$ cat src/pav_pkg.sv
// ---------------------------------------------------------------------------
// pav_pkg
// Shared types and constants for the averaged potentiometer setpoint block.
// ---------------------------------------------------------------------------
`default_nettype none

package pav_pkg;

    localparam int WINDOW       = 10;
    localparam int SAMPLE_W     = 10;
    localparam int ADC_FULL     = 1023;
    localparam int SPEED_SPAN   = 198;
    localparam int SPEED_OFFSET = 99;
    localparam int ANGLE_SPAN   = 180;
    localparam int ANGLE_OFFSET = 90;
    localparam int MOTOR_MUL    = 1999;
    localparam int MOTOR_DIV    = 100;
    localparam int SERVO_STEP   = 4500 / ANGLE_SPAN;
    localparam int SERVO_BASE   = 1500;

    // window sum and the divisor that folds the average in
    localparam int DIVISOR = WINDOW * ADC_FULL;
    localparam int SUM_W   = $clog2(DIVISOR + 1);

    // floor(sum*span/DIVISOR) = (sum*recip) >> SCALE_SHIFT, exact since sum*DIVISOR < 2^shift
    localparam int    SCALE_SHIFT = 2 * SUM_W;
    localparam longint SPEED_RECIP =
        ((longint'(1) << SCALE_SHIFT) * SPEED_SPAN + DIVISOR - 1) / DIVISOR;
    localparam longint ANGLE_RECIP =
        ((longint'(1) << SCALE_SHIFT) * ANGLE_SPAN + DIVISOR - 1) / DIVISOR;
    localparam int RECIP_W = $clog2(SPEED_RECIP + 1);
    localparam int PROD_W  = SUM_W + RECIP_W;

    localparam int SMAG_W  = 7;
    localparam int MOTOR_W = 11;
    localparam int SERVO_W = 13;

    typedef struct packed {
        logic [SAMPLE_W-1:0] speed_sample;
        logic [SAMPLE_W-1:0] angle_sample;
    } t_in_item;

    typedef struct packed {
        logic signed [7:0]   speed_setting;
        logic [SMAG_W-1:0]   speed_magnitude;
        logic signed [7:0]   angle_setting;
        logic [7:0]          angle_magnitude;
        logic                bridge_in1;
        logic                bridge_in2;
        logic [MOTOR_W-1:0]  motor_pulse;
        logic [SERVO_W-1:0]  servo_pulse;
    } t_out_item;

    typedef struct packed {
        logic [SUM_W-1:0] speed_sum;
        logic [SUM_W-1:0] angle_sum;
    } t_sums;

    typedef logic [(1<<SMAG_W)-1:0][MOTOR_W-1:0] t_motor_lut;

    function automatic t_motor_lut build_motor_lut();
        t_motor_lut lut;
        for (int i = 0; i < (1 << SMAG_W); i++) begin
            lut[i] = MOTOR_W'((i * MOTOR_MUL) / MOTOR_DIV);
        end
        return lut;
    endfunction

    localparam t_motor_lut MOTOR_LUT = build_motor_lut();

endpackage

`default_nettype wire

$ cat src/pav_cell.sv
// ---------------------------------------------------------------------------
// pav_cell
// One window cell: holds a sample pair and passes it on when the window shifts.
// ---------------------------------------------------------------------------
`default_nettype none

module pav_cell (
    input  wire                 i_clk,
    input  wire                 i_rst_n,
    input  wire                 i_shift,
    input  pav_pkg::t_in_item   i_pair,
    output pav_pkg::t_in_item   o_pair
);
    import pav_pkg::*;

    t_in_item r_pair;

    always_ff @(posedge i_clk) begin
        if (!i_rst_n) begin
            r_pair <= '0;
        end else if (i_shift) begin
            r_pair <= i_pair;
        end
    end

    assign o_pair = r_pair;

endmodule

`default_nettype wire

$ cat src/pav_window.sv
// ---------------------------------------------------------------------------
// pav_window
// Chain of sample cells with running window sums for both channels.
// ---------------------------------------------------------------------------
`default_nettype none

module pav_window (
    input  wire                 i_clk,
    input  wire                 i_rst_n,
    input  wire                 i_in_valid,
    output logic                o_in_stall,
    input  pav_pkg::t_in_item   i_in_item,
    output logic                o_valid,
    input  wire                 i_ready,
    output pav_pkg::t_sums      o_sums
);
    import pav_pkg::*;

    t_in_item chain [WINDOW+1];
    logic     accept;
    logic     r_valid;
    t_sums    r_sums;
    t_sums    n_sums;

    assign o_in_stall = r_valid && !i_ready;
    assign accept     = i_in_valid && !o_in_stall;
    assign chain[0]   = i_in_item;

    for (genvar g = 0; g < WINDOW; g++) begin : g_cell
        pav_cell u_cell (
            .i_clk   (i_clk),
            .i_rst_n (i_rst_n),
            .i_shift (accept),
            .i_pair  (chain[g]),
            .o_pair  (chain[g+1])
        );
    end

    // the last cell holds the item leaving the window
    always_comb begin
        n_sums.speed_sum = r_sums.speed_sum - SUM_W'(chain[WINDOW].speed_sample)
                         + SUM_W'(i_in_item.speed_sample);
        n_sums.angle_sum = r_sums.angle_sum - SUM_W'(chain[WINDOW].angle_sample)
                         + SUM_W'(i_in_item.angle_sample);
    end

    always_ff @(posedge i_clk) begin
        if (!i_rst_n) begin
            r_valid <= 1'b0;
            r_sums  <= '0;
        end else begin
            if (accept) begin
                r_valid <= 1'b1;
                r_sums  <= n_sums;
            end else if (i_ready) begin
                r_valid <= 1'b0;
            end
        end
    end

    assign o_valid = r_valid;
    assign o_sums  = r_sums;

endmodule

`default_nettype wire

$ cat src/pav_setpoint.sv
// ---------------------------------------------------------------------------
// pav_setpoint
// Scales the window sums to setpoints and derives bridge and pulse values.
// ---------------------------------------------------------------------------
`default_nettype none

module pav_setpoint (
    input  wire                 i_clk,
    input  wire                 i_rst_n,
    input  wire                 i_valid,
    output logic                o_ready,
    input  pav_pkg::t_sums      i_sums,
    output logic                o_out_valid,
    input  wire                 i_out_stall,
    output pav_pkg::t_out_item  o_out_item
);
    import pav_pkg::*;

    logic [PROD_W-1:0] speed_prod;
    logic [PROD_W-1:0] angle_prod;
    logic              r_q_valid;
    logic [7:0]        r_speed_q;
    logic [7:0]        r_angle_q;
    logic              out_ready;
    logic              q_ready;
    logic [8:0]        speed_wide;
    logic [SMAG_W-1:0] smag;
    t_out_item         n_item;
    t_out_item         r_item;
    logic              r_out_valid;

    assign out_ready = !r_out_valid || !i_out_stall;
    assign q_ready   = !r_q_valid || out_ready;
    assign o_ready   = q_ready;

    // reciprocal multiply replaces the divide by the window divisor (WINDOW * ADC_FULL)
    assign speed_prod = PROD_W'(i_sums.speed_sum) * PROD_W'(SPEED_RECIP);
    assign angle_prod = PROD_W'(i_sums.angle_sum) * PROD_W'(ANGLE_RECIP);

    always_ff @(posedge i_clk) begin
        if (!i_rst_n) begin
            r_q_valid <= 1'b0;
        end else if (q_ready) begin
            r_q_valid <= i_valid;
        end
    end

    always_ff @(posedge i_clk) begin
        if (q_ready && i_valid) begin
            r_speed_q <= speed_prod[SCALE_SHIFT+7:SCALE_SHIFT];
            r_angle_q <= angle_prod[SCALE_SHIFT+7:SCALE_SHIFT];
        end
    end

    always_comb begin
        speed_wide = {1'b0, r_speed_q} - 9'(SPEED_OFFSET);
        if (r_speed_q >= 8'(SPEED_OFFSET)) begin
            smag = SMAG_W'(r_speed_q - 8'(SPEED_OFFSET));
        end else begin
            smag = SMAG_W'(8'(SPEED_OFFSET) - r_speed_q);
        end
        n_item.speed_setting   = signed'(speed_wide[7:0]);
        n_item.speed_magnitude = smag;
        n_item.angle_setting   = signed'(r_angle_q - 8'(ANGLE_OFFSET));
        n_item.angle_magnitude = r_angle_q;
        n_item.bridge_in1      = r_speed_q > 8'(SPEED_OFFSET);
        n_item.bridge_in2      = r_speed_q < 8'(SPEED_OFFSET);
        n_item.motor_pulse     = MOTOR_LUT[smag];
        n_item.servo_pulse     = SERVO_W'(r_angle_q) * SERVO_W'(SERVO_STEP)
                               + SERVO_W'(SERVO_BASE);
    end

    always_ff @(posedge i_clk) begin
        if (!i_rst_n) begin
            r_out_valid <= 1'b0;
        end else if (out_ready) begin
            r_out_valid <= r_q_valid;
        end
    end

    always_ff @(posedge i_clk) begin
        if (out_ready && r_q_valid) begin
            r_item <= n_item;
        end
    end

    assign o_out_valid = r_out_valid;
    assign o_out_item  = r_item;

endmodule

`default_nettype wire

$ cat src/pot_average_motor_servo_setpoint.sv
// ---------------------------------------------------------------------------
// pot_average_motor_servo_setpoint
// Moving average of two potentiometer channels turned into motor and servo
// setpoints.
// ---------------------------------------------------------------------------
// usage:
//   input channel: i_in_valid / o_in_stall carry one item, a pair of 10-bit
//   samples (speed, angle). each accepted item shifts the pair into a chain of
//   WINDOW cells and updates the running sum of each channel.
//   output channel: o_out_valid / i_out_stall carry one result item per input
//   item: signed speed and angle, their magnitudes, h-bridge bits, motor and
//   servo compare values.
//   the result passes through the window sum register, the quotient register
//   and the output register. the block takes one item per cycle while o_in_stall
//   is low, set by the sum update in the window; the three stages each hold one item.
//   reset: all cells and sums clear to zero, so the first WINDOW-1 results
//   average in zero samples; no items are in flight.
//   stall: a stalled result holds in the output register; earlier stages keep
//   filling and o_in_stall rises only once every stage holds an item.
// ---------------------------------------------------------------------------
`default_nettype none

module pot_average_motor_servo_setpoint (
    input  wire                 i_clk,
    input  wire                 i_rst_n,
    input  wire                 i_in_valid,
    output logic                o_in_stall,
    input  pav_pkg::t_in_item   i_in_item,
    output logic                o_out_valid,
    input  wire                 i_out_stall,
    output pav_pkg::t_out_item  o_out_item
);
    import pav_pkg::*;

    logic  sums_valid;
    logic  sums_ready;
    t_sums sums;

    pav_window u_window (
        .i_clk      (i_clk),
        .i_rst_n    (i_rst_n),
        .i_in_valid (i_in_valid),
        .o_in_stall (o_in_stall),
        .i_in_item  (i_in_item),
        .o_valid    (sums_valid),
        .i_ready    (sums_ready),
        .o_sums     (sums)
    );

    pav_setpoint u_setpoint (
        .i_clk       (i_clk),
        .i_rst_n     (i_rst_n),
        .i_valid     (sums_valid),
        .o_ready     (sums_ready),
        .i_sums      (sums),
        .o_out_valid (o_out_valid),
        .i_out_stall (i_out_stall),
        .o_out_item  (o_out_item)
    );

endmodule

`default_nettype wire

$ cat config.mk
export PLATFORM = sky130hd
export DESIGN_NAME = pot_average_motor_servo_setpoint
export DESIGN_NICKNAME = d
export VERILOG_FILES = /design/src/pav_pkg.sv /design/src/pav_cell.sv /design/src/pav_window.sv /design/src/pav_setpoint.sv /design/src/pot_average_motor_servo_setpoint.sv
export SDC_FILE = /design/constraint.sdc
export NUM_CORES = 1
export LEC_CHECK = 0
export ABC_AREA = 1
export BUFFER_PORTS_ARGS = -buffer_cell sky130_fd_sc_hd__buf_2
export CAP_MARGIN = 20
export CORE_MARGIN = 4
export CORE_UTILIZATION = 64
export CTS_CLUSTER_SIZE = 40
export DETAILED_ROUTE_END_ITERATION = 6
export PLACE_DENSITY = 0.94
export RECOVER_POWER = 100
export REMOVE_ABC_BUFFERS = 1
export SLEW_MARGIN = 20
export SYNTH_ARGS = -nofsm -noshare
export SYNTH_HDL_FRONTEND = slang
export SYNTH_HIERARCHICAL = 1
export SYNTH_SLANG_ARGS = --single-unit
$ cat constraint.sdc
create_clock -name i_clk -period 6.9 [get_ports i_clk]
set_input_delay 0 -clock i_clk [delete_from_list [all_inputs] [get_ports i_clk]]
set_output_delay 0 -clock i_clk [all_outputs]
set_load 0.02 [all_outputs]
==> key figures <==
Floorplan
  – # rows: 70
  – Die width: 200.0 um
  – Die H: 200.0 um
  – Die area: 40,010 um^2
  – # IOs: 83
  – Placeable core region: 36,520 um^2
  – Initial Util: 0.6461

Placed design
  – Placed instance count: 3,668
  – Post-DP HPWL: 38.23 mm
  – IO buf count: 82
  – Final GP Congestion: 0.9514

Timing
  – Fin crit period: 5.699 ns
  – Finish-stage setup viols: 0
  – Worst-margin pin slew: 4.139 ns
  – Period utilization: 0.8260
  – Slew headroom: -1.759
  – Skew final: 0.02028 ns
  – Setup TNS: 0 ns
  – Final Slew Violations: 509
  – RSZ-0062 raised after global routing: no
  – Maximum clock frequency: 0.1755 GHz
  – Hold violation total from the final report: 0

Yosys
  – Synth top area cells: dfxtp_1, ha_1, nand2_1, inv_1, fa_1
  – Commonest cells in the netlist: nand2_1, inv_1, nor2_1
  – FF+latch count, synth: 301
  – Mapped Avg Cell Area: 7.414 um^2
  – Post-synth EDFFs: 70
  – Register area share after synthesis: 0.2850
  – Count of cell types in the netlist: 47
  – Async SR Flop Fraction: 0
  – Ys Warns: 6
  – Yosys top cell area share: 0.1960
  – Mapped Area: 23,600 um^2
  – Mapped Cells: 3,183
  – Leading cell type by number of instances after synthesis: nand2_1
  – Top FF cell, synth: dfxtp_1
  – Dominant cell type by area after synthesis: dfxtp_1

Clocking
  – Sink Count: 301
  – CTS root buf: clkbuf_16
  – Post-cts sizing count: 0
  – TritonCTS clock tree: done
  – H-Tree Depth: 1
  – Clock transition at path regs: 0.06 ns
  – CTS Hold Buffers Added: 27
  – Num CTS Buffers: 31
  – Post-CTS Setup Bufs: 0
  – Max Buffers Root-to-Sink: 3
  – Clk Latency, worst-skew pair: 0.59 ns

Global routing
  – Initial antenna violation count: 1
  – Met3 GRT Util: 0.03424
  – Met1 usage: 0.3317
  – First-pass GRT wire length: 85.83 mm
  – Vias in the first global route: 18,390
  – Total grt overflow: 0
  – Gr usage total: 0.2582
  – Largest net degree at the start of global routing: 200
  – Met2 usage: 0.4521
  – Layer with the highest usage: met2

Route
  – Vias/cell: 5.176
  – Residual DRC count: 0
  – Vias after detailed routing: 19,420
  – Drt first pass iters: 5
  – Remaining antenna violation count after routing: 0
  – Wire length per cell: 14.04 um
  – Drt total wl: 52.67 mm
  – DRT iter0 DRCs: 1,465

Cells and area
  – Share of cells above drive strength 1: 0.03319
  – Final nets: 3,722
  – Diodes inserted: 0
  – Area grow syn2layout: 6.834%
  – Layout Cells excl Fill: 3,752

Run status
  – Status: finished, violations left
  – Failing checks: capacitance limit, slew limit

Min path
  – Worst Hold Launch: i_in_item[5]
  – WHS Endpoint: u_window/g_cell[0].u_cell/o_pair[5]$_SDFFE_PN0P_
  – Hold path cells: 6
  – HP Class: in2reg

Setup path
  – CP required: 7.36 ns
  – Crit-path cells: nand2_1, inv_1, nand2_1, inv_1, nand2_1, inv_1, nor2_4, buf_12, clkbuf_1, nand2_1, nand2_1, dlygate4sd3_1, nor2_1
  – Critical path class: reg2reg
  – Worst-path maximum fanout: 199
  – Crit. End Element: flip-flop
  – FF-to-FF End: u_window/g_cell[0].u_cell/o_pair[9]$_SDFFE_PN0P_
  – Worst Setup Start Kind: flip-flop
  – Worst path slowest cell: clkbuf_1
  – Worst R2R Path Depth: 13
  – R2R Path Start: u_setpoint/o_out_valid$_SDFFE_PN0P_
  – Most used cell, CP: nand2_1
  – CP max stage delay: 2.95 ns
  – Flop-to-flop setup slack: 1.20 ns
  – Crit path DAT: 6.16 ns

Power and ir drop
  – Static leakage: 13.79 nW
  – Worst vdd ir: 0.3476 mV
  – PD cells: 461.7 nW/um^2

Flow run
  – Maxcap violations: 6
==> critical path, delay by kind of cell (launching register included) <==
kind	cells	cell delay, ns
DFF	1	0.31
and+or+nand+nor	7	0.77
buffers and inverters	6	4.29
==> through the flow <==
stage / setup WS, ns / instance area (um^2) / total power [mW] / hold slack, ns / utilization
global placement: 1.783 / 24040 / 9.510 / 0.3016 / 0.6581
CTS: 1.658 / 25370 / 11.64 / 0.2583 / 0.6946
detailed placement: 1.676 / 24040 / 9.754 / 0.3094 / 0.6581
floorplan: 0.05116 / 22970 / 7.884 / 0.1204 / -
finish: 1.201 / 25210 / 11.64 / 0.2727 / 0.6903
global route: 0.6368 / 25210 / 12.86 / 0.3301 / 0.6903
==> power by group <==
group	switching [mW]	leakage [nW]	internal, mW	total (mW)
sequential	0.193	2.56	2.12	2.32
combinational	4.85	10.7	2.74	7.59
clock	0.714	0.509	1.02	1.74
==> area by class of cell <==
| class | count | area, um^2 |
|---|---|---|
| clock inverters | 16 | 207.7 |
| fillers | 2706 | 11310 |
| multi-input cells | 2108 | 13550 |
| well taps | 468 | 585.6 |
| inverters | 703 | 2640 |
| flip-flops and latches | 301 | 6726 |
| repair buffers | 115 | 645.6 |
| clock buffers | 41 | 853.3 |
==> worst max-delay path by stage <==
stage	start	endpoint	cells past startpoint
floorplan	u_setpoint/o_out_valid$_SDFFE_PN0P_	u_window/o_sums[16]$_SDFFE_PN0P_	10
global placement	u_window/o_sums[26]$_SDFFE_PN0P_	u_setpoint/r_speed_q[5]$_DFFE_PP_	19
detailed placement	u_window/o_sums[26]$_SDFFE_PN0P_	u_setpoint/r_speed_q[6]$_DFFE_PP_	19
CTS	u_window/o_sums[26]$_SDFFE_PN0P_	u_setpoint/r_speed_q[6]$_DFFE_PP_	19
global route	u_setpoint/o_out_valid$_SDFFE_PN0P_	u_window/g_cell[0].u_cell/o_pair[9]$_SDFFE_PN0P_	13
finish	u_setpoint/o_out_valid$_SDFFE_PN0P_	u_window/g_cell[0].u_cell/o_pair[9]$_SDFFE_PN0P_	13
==> layer usage <==
metal  vias to the layer above  wire length, um
met4                         2             1762
met1                      8842            22150
met2                       641            25640
li1                       9793                -
met5                         -               13
met3                       144             3101
==> sequential cells by signal, indices dropped and copies added (netlist names) <==
| register | flops |
|---|---|
| u_setpoint/o_out_valid | 1 |
| u_window/o_sums | 28 |
| u_setpoint/r_speed_q | 8 |
| u_window/g_cell.u_cell/o_pair | 200 |
| u_window/o_valid | 1 |
| u_setpoint/o_out_item | 54 |
| u_setpoint/r_q_valid | 1 |
| u_setpoint/r_angle_q | 8 |
==> cell usage in the layout (no fill, tap or decap), types with 5 or more instances in the layout <==
cell / instances
o211ai_1: 8
buf_2: 22
nand2_2: 6
nor3_1: 13
nand3b_1: 5
o21ai_0: 58
a21o_1: 9
nand2_1: 771
a21boi_0: 6
fa_1: 121
clkbuf_1: 70
nor2_1: 492
dlygate4sd3_1: 27
nand4_1: 22
clkbuf_16: 31
inv_1: 690
dfxtp_1: 231
a31oi_1: 7
o21bai_1: 15
ha_1: 317
nand3_1: 77
edfxtp_1: 70
xor2_1: 20
a21oi_1: 109
xnor2_1: 14
inv_2: 12
==> kinds of logic (layout without fill, tap and decap cells) <==
| group | count (synthesis) | count (layout) | synth area share |
|---|---|---|---|
| compound gates | 224 | 224 | 0.05387 |
| xor+xnor | 34 | 34 | 0.01262 |
| fa+ha+maj | 438 | 438 | 0.2707 |
| buf+inv | 774 | 875 | 0.1385 |
| flops | 301 | 301 | 0.2850 |
| simple gates | 1412 | 1412 | 0.2392 |
No activity file was read; power rests on OpenSTA's default activity.
